**src/design/clia_pkg.sv**
```systemverilog
// Shared types, constants and helpers for the lowest-identifier bus arbiter.
`default_nettype none

package clia_pkg;

  // Table geometry
  localparam int ENTRIES = 32;
  localparam int NODES   = 16;
  localparam int ID_BITS = 29;

  // Field widths of the item and result ports
  localparam int KIND_FW = 3;
  localparam int ID_FW   = 29;
  localparam int NODE_FW = 4;
  localparam int CNT_FW  = 6;

  // Internal widths
  localparam int NODE_W = $clog2(NODES);
  localparam int CNT_W  = $clog2(ENTRIES + 1);
  localparam int IDX_W  = $clog2(ENTRIES);
  localparam int BIT_W  = $clog2(ID_BITS);

  typedef logic [ENTRIES-1:0] ent_vec_t;

  // Item kinds
  typedef enum logic [KIND_FW-1:0] {
    K_REGISTER   = 3'd0,
    K_CHECKOUT   = 3'd1,
    K_ARBITRATE  = 3'd2,
    K_COMPLETE   = 3'd3,
    K_ERROR_END  = 3'd4,
    K_ERROR_SEEN = 3'd5
  } kind_e;

  typedef struct packed {
    logic [KIND_FW-1:0] kind;
    logic [ID_FW-1:0]   can_id;
    logic [NODE_FW-1:0] node;
    logic               is_remote;
  } clia_in_t;

  typedef struct packed {
    logic               grant_valid;
    logic [ID_FW-1:0]   grant_id;
    logic [NODE_FW-1:0] grant_node;
    logic               duplicate_senders;
    logic               error_forwarded;
    logic               table_full;
    logic [CNT_FW-1:0]  entry_count;
    logic               bus_idle;
  } clia_out_t;

  // Table control from the sequencer
  typedef struct packed {
    logic              wr_en;
    logic [IDX_W-1:0]  wr_idx;
    logic [ID_BITS-1:0] wr_id;
    logic [NODE_W-1:0] wr_node;
    logic              wr_remote;
    logic              rotate;
    logic              drop_en;
    ent_vec_t          drop_sel;
    ent_vec_t          mark_set;
    logic              mark_clr;
  } tbl_ctrl_t;

  // Serial search control
  typedef struct packed {
    logic load;
    logic step;
    logic chk;
  } srch_ctrl_t;

  // Lowest set bit of a lane vector, one-hot
  function automatic ent_vec_t first_one(input ent_vec_t x);
    return x & (~x + ent_vec_t'(1));
  endfunction

endpackage

`default_nettype wire

```
**src/design/clia_table.sv**
```systemverilog
// Request table: per-entry identifier rotators, node, remote flag and erase mark.
`default_nettype none

module clia_table import clia_pkg::*; (
  input  wire logic              clk_i,
  input  wire logic              rst_ni,
  input  wire tbl_ctrl_t         ctrl_i,
  input  wire ent_vec_t          sel_i,
  output logic [ENTRIES-1:0]     msb_o,
  output ent_vec_t               remote_o,
  output ent_vec_t               mark_o,
  output logic [NODE_W-1:0]      sel_node_o
);

  logic [ID_BITS-1:0] ident_q [ENTRIES];
  logic [NODE_W-1:0]  node_q  [ENTRIES];
  ent_vec_t           remote_q;
  ent_vec_t           mark_q;

  // Lanes at or above the dropped entry take their upper neighbour
  ent_vec_t drop_ge;
  assign drop_ge = ~(ctrl_i.drop_sel - ent_vec_t'(1));

  genvar g;
  for (g = 0; g < ENTRIES; g++) begin : g_row
    logic [ID_BITS-1:0] up_id;
    logic [NODE_W-1:0]  up_node;
    logic               up_remote;
    logic               up_mark;

    if (g == ENTRIES - 1) begin : g_top
      assign up_id     = ident_q[g];
      assign up_node   = node_q[g];
      assign up_remote = remote_q[g];
      assign up_mark   = 1'b0;
    end else begin : g_mid
      assign up_id     = ident_q[g+1];
      assign up_node   = node_q[g+1];
      assign up_remote = remote_q[g+1];
      assign up_mark   = mark_q[g+1];
    end

    // Entry payload: write, shift down on drop, or rotate one bit
    always_ff @(posedge clk_i) begin
      if (ctrl_i.wr_en && (ctrl_i.wr_idx == IDX_W'(g))) begin
        ident_q[g]  <= ctrl_i.wr_id;
        node_q[g]   <= ctrl_i.wr_node;
        remote_q[g] <= ctrl_i.wr_remote;
      end else if (ctrl_i.drop_en && drop_ge[g]) begin
        ident_q[g]  <= up_id;
        node_q[g]   <= up_node;
        remote_q[g] <= up_remote;
      end else if (ctrl_i.rotate) begin
        ident_q[g]  <= {ident_q[g][ID_BITS-2:0], ident_q[g][ID_BITS-1]};
      end
    end

    // Erase mark travels with its entry
    always_ff @(posedge clk_i or negedge rst_ni) begin
      if (!rst_ni) begin
        mark_q[g] <= 1'b0;
      end else if (ctrl_i.mark_clr) begin
        mark_q[g] <= 1'b0;
      end else if (ctrl_i.wr_en && (ctrl_i.wr_idx == IDX_W'(g))) begin
        mark_q[g] <= 1'b0;
      end else if (ctrl_i.drop_en && drop_ge[g]) begin
        mark_q[g] <= up_mark;
      end else if (ctrl_i.mark_set[g]) begin
        mark_q[g] <= 1'b1;
      end
    end

    assign msb_o[g] = ident_q[g][ID_BITS-1];
  end

  assign remote_o = remote_q;
  assign mark_o   = mark_q;

  // One-hot node select
  always_comb begin
    sel_node_o = '0;
    for (int i = 0; i < ENTRIES; i++) begin
      sel_node_o = sel_node_o | (node_q[i] & {NODE_W{sel_i[i]}});
    end
  end

endmodule

`default_nettype wire

```
**src/design/clia_search.sv**
```systemverilog
// Bit-serial identifier search: minimum tracking or equality match, MSB first.
`default_nettype none

module clia_search import clia_pkg::*; (
  input  wire logic               clk_i,
  input  wire srch_ctrl_t         ctrl_i,
  input  wire ent_vec_t           cand_init_i,
  input  wire logic [ID_BITS-1:0] key_i,
  input  wire ent_vec_t           msb_i,
  output ent_vec_t                cand_o,
  output logic [ID_BITS-1:0]      min_id_o
);

  ent_vec_t           cand_q;
  logic [ID_BITS-1:0] key_q;
  logic [ID_BITS-1:0] min_q;

  // Candidates holding a zero in the current bit
  ent_vec_t zeros;
  assign zeros = cand_q & ~msb_i;

  always_ff @(posedge clk_i) begin
    if (ctrl_i.load) begin
      cand_q <= cand_init_i;
      key_q  <= key_i;
    end else if (ctrl_i.step) begin
      if (ctrl_i.chk) begin
        cand_q <= cand_q & ~(msb_i ^ {ENTRIES{key_q[ID_BITS-1]}});
        key_q  <= {key_q[ID_BITS-2:0], key_q[ID_BITS-1]};
      end else begin
        if (|zeros) begin
          cand_q <= zeros;
        end
        min_q <= {min_q[ID_BITS-2:0], ~|zeros};
      end
    end
  end

  assign cand_o   = cand_q;
  assign min_id_o = min_q;

endmodule

`default_nettype wire

```
**src/design/can_lowest_id_arbiter_unit.sv**
```systemverilog
// Top level: sequencer, table, serial search and result register.
// Register, error_seen and unused kinds give their result in the cycle after
// acceptance; arbitrate, error_end and checkout run the bit-serial identifier search,
// one bit per cycle, before FINISH registers the result; complete first drops every marked entry.
// Throughput: one item at a time, busy stays high until the result is in the output register.
// Reset clears the entry count, marks and flags; entry contents are left as they are.
// The receiver cannot stall: each result is shown for one cycle on result_valid_o.
`default_nettype none

module can_lowest_id_arbiter_unit import clia_pkg::*; (
  input  wire logic      clk_i,
  input  wire logic      rst_ni,
  input  wire logic      start,
  output logic           busy,
  input  wire clia_in_t  item_i,
  output logic           result_valid_o,
  output clia_out_t      result_o
);

  typedef enum logic [3:0] {
    S_IDLE   = 4'b0001,
    S_ERASE  = 4'b0010,
    S_SEARCH = 4'b0100,
    S_FINISH = 4'b1000
  } state_e;

  state_e            state_q, state_d;
  logic [CNT_W-1:0]  count_q, count_d;
  logic              idle_q, idle_d;
  logic              err_q, err_d;
  logic              chk_q, chk_d;
  logic [BIT_W-1:0]  bit_q, bit_d;
  logic              res_vld_q, res_vld_d;
  clia_out_t         res_q, res_d;

  tbl_ctrl_t          tctl;
  srch_ctrl_t         sctl;
  ent_vec_t           sel;
  ent_vec_t           msb;
  ent_vec_t           remote;
  ent_vec_t           mark;
  logic [NODE_W-1:0]  sel_node;
  ent_vec_t           cand;
  logic [ID_BITS-1:0] min_id;

  ent_vec_t valid;
  ent_vec_t data;
  ent_vec_t data_first;
  ent_vec_t pend_mark;

  clia_table u_table (
    .clk_i      (clk_i),
    .rst_ni     (rst_ni),
    .ctrl_i     (tctl),
    .sel_i      (sel),
    .msb_o      (msb),
    .remote_o   (remote),
    .mark_o     (mark),
    .sel_node_o (sel_node)
  );

  clia_search u_search (
    .clk_i       (clk_i),
    .ctrl_i      (sctl),
    .cand_init_i (valid),
    .key_i       (item_i.can_id[ID_BITS-1:0]),
    .msb_i       (msb),
    .cand_o      (cand),
    .min_id_o    (min_id)
  );

  // Occupied lanes
  always_comb begin
    for (int i = 0; i < ENTRIES; i++) begin
      valid[i] = CNT_W'(i) < count_q;
    end
  end

  assign data       = cand & ~remote;
  assign data_first = first_one(data);
  assign pend_mark  = mark & valid;

  // Sequencer
  always_comb begin
    state_d   = state_q;
    count_d   = count_q;
    idle_d    = idle_q;
    err_d     = err_q;
    chk_d     = chk_q;
    bit_d     = bit_q;
    res_vld_d = 1'b0;
    res_d     = '0;
    tctl      = '0;
    sctl      = '0;
    sel       = '0;

    tctl.wr_idx    = count_q[IDX_W-1:0];
    tctl.wr_id     = item_i.can_id[ID_BITS-1:0];
    tctl.wr_node   = NODE_W'(item_i.node);
    tctl.wr_remote = item_i.is_remote;
    sctl.chk       = chk_q;

    case (state_q)
      S_IDLE: begin
        if (start) begin
          case (kind_e'(item_i.kind))
            K_REGISTER: begin
              if (count_q == CNT_W'(ENTRIES)) begin
                res_d.table_full = 1'b1;
              end else begin
                tctl.wr_en = 1'b1;
                count_d    = count_q + CNT_W'(1);
                idle_d     = 1'b0;
              end
              res_vld_d = 1'b1;
            end
            K_CHECKOUT: begin
              sctl.load = 1'b1;
              chk_d     = 1'b1;
              bit_d     = '0;
              state_d   = S_SEARCH;
            end
            K_ARBITRATE: begin
              sctl.load = 1'b1;
              chk_d     = 1'b0;
              bit_d     = '0;
              state_d   = S_SEARCH;
            end
            K_COMPLETE: begin
              err_d   = 1'b0;
              state_d = S_ERASE;
            end
            K_ERROR_END: begin
              err_d         = 1'b0;
              tctl.mark_clr = 1'b1;
              sctl.load     = 1'b1;
              chk_d         = 1'b0;
              bit_d         = '0;
              state_d       = S_SEARCH;
            end
            K_ERROR_SEEN: begin
              if (!err_q) begin
                err_d                 = 1'b1;
                res_d.error_forwarded = 1'b1;
              end
              res_vld_d = 1'b1;
            end
            default: begin
              res_vld_d = 1'b1;
            end
          endcase
        end
      end

      // Drop the first marked entry each cycle, then search
      S_ERASE: begin
        if (|pend_mark) begin
          tctl.drop_en  = 1'b1;
          tctl.drop_sel = first_one(pend_mark);
          count_d       = count_q - CNT_W'(1);
        end else begin
          sctl.load = 1'b1;
          chk_d     = 1'b0;
          bit_d     = '0;
          state_d   = S_SEARCH;
        end
      end

      // One identifier bit per cycle, MSB first
      S_SEARCH: begin
        sctl.step   = 1'b1;
        tctl.rotate = 1'b1;
        bit_d       = bit_q + BIT_W'(1);
        if (bit_q == BIT_W'(ID_BITS - 1)) begin
          state_d = S_FINISH;
        end
      end

      // Identifiers are back in place: apply the outcome
      S_FINISH: begin
        state_d   = S_IDLE;
        res_vld_d = 1'b1;
        if (chk_q) begin
          if (|cand) begin
            tctl.drop_en  = 1'b1;
            tctl.drop_sel = first_one(cand);
            count_d       = count_q - CNT_W'(1);
          end
        end else if (count_q == '0) begin
          idle_d = 1'b1;
        end else begin
          sel                     = (|data) ? data_first : first_one(cand);
          tctl.mark_set           = (cand & remote) | data_first;
          res_d.grant_valid       = 1'b1;
          res_d.grant_id          = ID_FW'(min_id);
          res_d.grant_node        = NODE_FW'(sel_node);
          res_d.duplicate_senders = |(data & (data - ent_vec_t'(1)));
        end
      end

      default: begin
        state_d = S_IDLE;
      end
    endcase

    res_d.entry_count = CNT_FW'(count_d);
    res_d.bus_idle    = idle_d;
  end

  // Control state
  always_ff @(posedge clk_i or negedge rst_ni) begin
    if (!rst_ni) begin
      state_q   <= S_IDLE;
      count_q   <= '0;
      idle_q    <= 1'b1;
      err_q     <= 1'b0;
      chk_q     <= 1'b0;
      bit_q     <= '0;
      res_vld_q <= 1'b0;
    end else begin
      state_q   <= state_d;
      count_q   <= count_d;
      idle_q    <= idle_d;
      err_q     <= err_d;
      chk_q     <= chk_d;
      bit_q     <= bit_d;
      res_vld_q <= res_vld_d;
    end
  end

  // Result register
  always_ff @(posedge clk_i) begin
    if (res_vld_d) begin
      res_q <= res_d;
    end
  end

  assign busy           = (state_q != S_IDLE);
  assign result_valid_o = res_vld_q;
  assign result_o       = res_q;

endmodule

`default_nettype wire

```
**config.mk**
```make
export PLATFORM = sky130hd
export DESIGN_NAME = can_lowest_id_arbiter_unit
export DESIGN_NICKNAME = d
export VERILOG_FILES = /design/src/design/clia_pkg.sv /design/src/design/clia_table.sv /design/src/design/clia_search.sv /design/src/design/can_lowest_id_arbiter_unit.sv
export SDC_FILE = /design/constraint.sdc
export NUM_CORES = 2
export LEC_CHECK = 0
export BUFFER_PORTS_ARGS = -buffer_cell sky130_fd_sc_hd__buf_2
export CAP_MARGIN = 10
export CELL_PAD_IN_SITES_DETAIL_PLACEMENT = 0
export CELL_PAD_IN_SITES_GLOBAL_PLACEMENT = 1
export CORE_MARGIN = 2
export CORE_UTILIZATION = 52
export CTS_CLUSTER_SIZE = 28
export DETAILED_ROUTE_END_ITERATION = 8
export PLACE_DENSITY = 0.82
export SYNTH_ARGS = -nofsm -noshare
export SYNTH_HDL_FRONTEND = slang
export SYNTH_HIERARCHICAL = 1
export SYNTH_SLANG_ARGS = --single-unit
```
**constraint.sdc**
```tcl
create_clock -name clk_i -period 7.55 [get_ports clk_i]
set_input_delay 2.265 -clock clk_i [delete_from_list [all_inputs] [get_ports clk_i]]
set_output_delay 2.265 -clock clk_i [all_outputs]
set_load 0.05 [all_outputs]
```
After elaboration in Yosys (flattened, before gate mapping). Memory sizes are Yosys's and may differ from the RTL's. Index checks and enable logic that the tools add are counted.

Add/subtract/negate cells: 8. Magnitude comparators: 32. Equality and inequality tests: 49. Mux-type cells: 606. Bitwise logic cells: 180. Reductions and logical operators: 157.

Operators by type and width (count): two-way mux 29 bit (67); two-way mux 1 bit (469); two-way mux 32 bit (11); AND 32 bit (9); NOT 32 bit (7); OR reduction 32 bit (5); two-way mux 4 bit (35); AND 4 bit (32); nonzero test 4 bit (32); bitwise OR 4 bit (31); two-way mux 33 bit (3); adder 32 x 1 -> 32 bit, second input constant (3); less-than comparator 5 x 6 -> 1 bit, first input constant (16); bitwise OR 1 bit (96); == test 5 bit, second input constant (17); nonzero test 2 bit (35); one-hot mux 33 bit (2 select lines) (1); logical AND 1 bit (64); subtractor 32 x 1 -> 32 bit, second input constant (2); less-than comparator 4 x 6 -> 1 bit, first input constant (8); == test 5 x 4 -> 1 bit, second input constant (8); two-way mux 6 bit (6); two-way mux 35 bit (1); bitwise OR 32 bit (1); 39 further kinds (73).

Bits in registers: 217. Bits in writable memories: 1056. Logic and storage cells: 1116. Memories kept: 2.

Memories: u_table.ident_q (words 32, bits a word 29, rd ports 32, clocked after memory_dff 0, write ports 32, RTL line clia_table.sv:15) `logic [ID_BITS-1:0] ident_q [ENTRIES];`; u_table.node_q (words 32, bits a word 4, rd ports 32, clocked after memory_dff 0, write ports 32, RTL line clia_table.sv:16) `logic [NODE_W-1:0] node_q [ENTRIES];`.

Depth between registers and ports, before layout.
Word-level depth: 42. Mapped depth: 23. Mapped depth without buffers: 17.

Cells and area by module. Netlist, hierarchy kept.

Modules (own cells, without submodules): clia_table (instances 1, cells each 5054, area an instance 58215.8 µm², seq. area each 33472.1 µm²); can_lowest_id_arbiter_unit (instances 1, cells each 793, area an instance 6039.5 µm², seq. area each 1799.2 µm²); clia_search (instances 1, cells each 287, area an instance 4096.4 µm², seq. area each 2702.6 µm²).

Worst setup path before layout. No wires, ideal clock.

Path type: register to register. Start: reg count_q[1]. End: mem u_table.ident_q[27][0], in the netlist u_table/ident_q[1][319], enable pin. Library setup time: 534 ps. Arrival: 5964 ps. Data required time: 7016 ps. Slack: 1052 ps. Stages on the path, launching flop included: 20. Buffers on the path: 5. Cell sequence: dfrtp_1 clkbuf_1 inv_1 ha_1 or3b_2 o21ai_2 nand4_4 or3_1 o31a_1 clkbuf_1 nand3_1 o21ai_0 or4_1 buf_2 or4b_4 buf_6 or4_1 nand3_1 clkbuf_1 nand3_1.

RTL lines: start, declared (RTL line can_lowest_id_arbiter_unit.sv:28) `logic [CNT_W-1:0] count_q, count_d;`; start signal, assigned (RTL line can_lowest_id_arbiter_unit.sv:222) `count_q <= count_d;`; end, declared (RTL line clia_table.sv:15).

==> results.md <==
* Max FO, Critical Path at 15
* Max Clock Freq at 0.147 GHz
* Pre-CTS WS at 0.529 ns
* Clock skew at 0.0343 ns
* Clk sink count at 1,273
* Synth Register Bits at 1,273
* Hold Vio Cnt, Final at 0
* Primary FF master, synth: edfxtp_1
* Initial antenna violation count at 13
* DRT iter0 DRCs at 7,315
* Worst path required time at 8.07 ns
* Hold Buf Count CTS at 0
* Via count at 51.3k
* Synthesized area at 68,400 µm²
* Vias in the first global route at 48.7k
* Most frequent cell after synthesis: edfxtp_1
* Worst setup EP type: flip-flop
* Skew-Pair Late Insertion Delay at 0.80 ns
* Synth cell count leaders: 1,222 x edfxtp_1, 725 x mux2i_1, 606 x nand2_1
* Ports at 86
* Core Util, Final at 57.1%
* Post-route ant nets at 0
* Final period utilization at 90.1%
* Min cycle time layout at 6.80 ns
* First-pass GRT wire length at 331,000 µm
* Drt wl/cell at 28.6 µm
* Total negative setup slack at 0 ns
* Clock transition at path regs at 0.06 ns
* Row count at 133
* Area share of the largest cell type after synthesis at 53.7%
* Drt pass-1 iters at 6
* Fin Hold WS at 0.440 ns
* CP arrival at 7.33 ns
* Slack of the critical path at 0.746 ns
* Outcome: completed
* Core area at 131,000 µm²
* Seq/Total Area, Yosys at 55.6%
* Total chip power at 17.9 mW
* Starting Density at 52.2%
* Share of layout cells above drive strength 1 at 14.5%
* Final setup viols at 0
* H-tree levels at 4
* CP Launch Type: flip-flop
* RSZ-0062 raised after global routing: false
* Final HPWL DP at 155,000 µm
* Total CTS buffers at 143
* Clk root buf: clkbuf_16
* Synth Net Count at 6,180
* PortBufs at 85
* Worst-Margin Slew at 1.22 ns
* Main area contributors after synthesis: edfxtp_1 54%, mux2i_1 11%, mux2_2 3.8%
* Via/cell ratio at 6.52
* Setup CP Type: flip-flop to flip-flop
* Grt ovf at 0
* CTS tree: yes
* Async S/R FF share, synth at 4.01%
* Slew headroom at 18.4%
* Detailed Route WL at 225,000 µm
* VDD IR-drop max at 0.000223 V
* Max-slew violation count at 0
* Final #Nets at 6,042
* Hold WC Path Type: flip-flop to flip-flop
* RePlAce Congestion at 1.05
* Cell taking the most area after synthesis: edfxtp_1
* Total global-route track usage at 32.9%
* YS warnings at 6
* EDFF count, synth at 1,222
* CTS max path bufs at 3
* Area Overhead vs Synth at 9.50%
* Mean post-synth cell area at 11.1 µm²
* Die footprint at 134,000 µm²
* PwrDens at 239 nW/µm²
* Unique masters post-synth at 94
* Pin count of the biggest net entering global routing at 62
* Maxcap violations at 0
* LEAKAGE at 27.3 nW
* # DRC at 0
* Die Height at 367 µm
* Chip Width at 367 µm
* Cells after Synth at 6,134
[area by class of cell]
| type | instances | area [µm²] |
|---|---|---|
| Fill cell | 11011 | 56100 |
| Sequential cell | 1273 | 38000 |
| Multi-Input combinational cell | 4151 | 27500 |
| Clock buffer | 179 | 3800 |
| Timing Repair Buffer | 311 | 2290 |
| Tap cell | 1755 | 2200 |
| Clock inverter | 81 | 633 |
| Inverter | 116 | 437 |
| Antenna cell | 2 | 5.00 |
[routing by layer]
layer  vias to the layer above  global-route usage (%)  routed length (µm)
li1                      22555                       -                   -
met1                     25579                    47.1               95400
met2                      2698                    48.2               97700
met3                       488                    7.11               21600
met4                         6                    14.1               10600
met5                         -                       0                  39
[metrics by stage]
stage,instances,instance area (µm²)
floorplan,6134,68400
global placement,7603,70400
detailed placement,7603,70400
CTS,7863,74800
global route,7866,74800
finish,7868,74800
[power by group]
part	internal, mW	total, mW	switching, mW
clock network	3.78	6.74	2.96
logic	0.795	2.52	1.73
registers	8.25	8.65	0.395
total	12.8	17.9	5.08
[cells in the final DEF, fill, tap and decap left out, drive strengths merged, types with 138 or more instances in the layout]
| cell type | n |
|---|---|
| a21oi | 488 |
| o21ai | 375 |
| buf | 311 |
| and3 | 138 |
| mux2i | 725 |
| edfxtp | 1222 |
| mux2 | 256 |
| nand2 | 607 |
| clkbuf | 179 |
| nor2 | 596 |
[worst max-delay path: stages (launching register included)]
cell     delay (ns)
dfrtp_1        0.54
inv_1          0.12
ha_1           0.47
or3b_2         0.57
o21ai_2        0.26
nand4_4        0.17
or3_1          0.42
o31ai_1        0.47
o21ai_0        0.26
inv_1          0.10
ha_1           0.22
nor4b_2        0.55
nand4_1        0.16
buf_4          0.22
buf_4          0.19
or4b_2         0.68
nand2_2        0.43
buf_4          0.34
mux2i_1        0.23
o21ai_0        0.09
[logic make-up after synthesis]
logic type	share of synthesized area (%)
buffers and inverters	4.73
xor gates and xnor gates	0.525
and+or+nand+nor	11.9
adders and majority gates	0.154
AOI/OAI and AO/OA	12.1
muxes	15.0
DFF	55.6
[final timing paths]
kind                                  startpoint                        to  slack, ns  depth (start not counted)
max                                   count_q[0]   u_table/ident_q[1][240]       0.75                         19
min                        u_search/min_id_o[23]     u_search/min_id_o[24]       0.44                          0
max reg2reg                           count_q[0]   u_table/ident_q[1][240]       0.75                         19
min reg2reg                u_search/min_id_o[23]     u_search/min_id_o[24]       0.44                          0
max in group asynchronous                 rst_ni  u_table/g_row[0].up_mark       5.33                          2
min in group asynchronous                 rst_ni                  bit_q[4]       1.63                          2
[flip-flops by register name, summed over array words and instances, names as in the netlist]
name and count:
bit_q 5, chk_q 1, count_q 6, err_q 1
idle_q 1, result_o 44, result_valid_o 1, state_q 4
u_search/cand_o 32, u_search/key_q 29, u_search/min_id_o 29, u_table/g_row.up_mark 31
u_table/g_row.up_remote 31, u_table/ident_q 928, u_table/mark_o 1, u_table/node_q 128
u_table/remote_o 1
[what timing repair did]
item                                   CTS  global route
resized for setup                        0             2
setup endpoints to repair                0            53
endpoints found under the hold margin    0             0
setup buffers                            0             1
(Power assumes the default switching activity.)
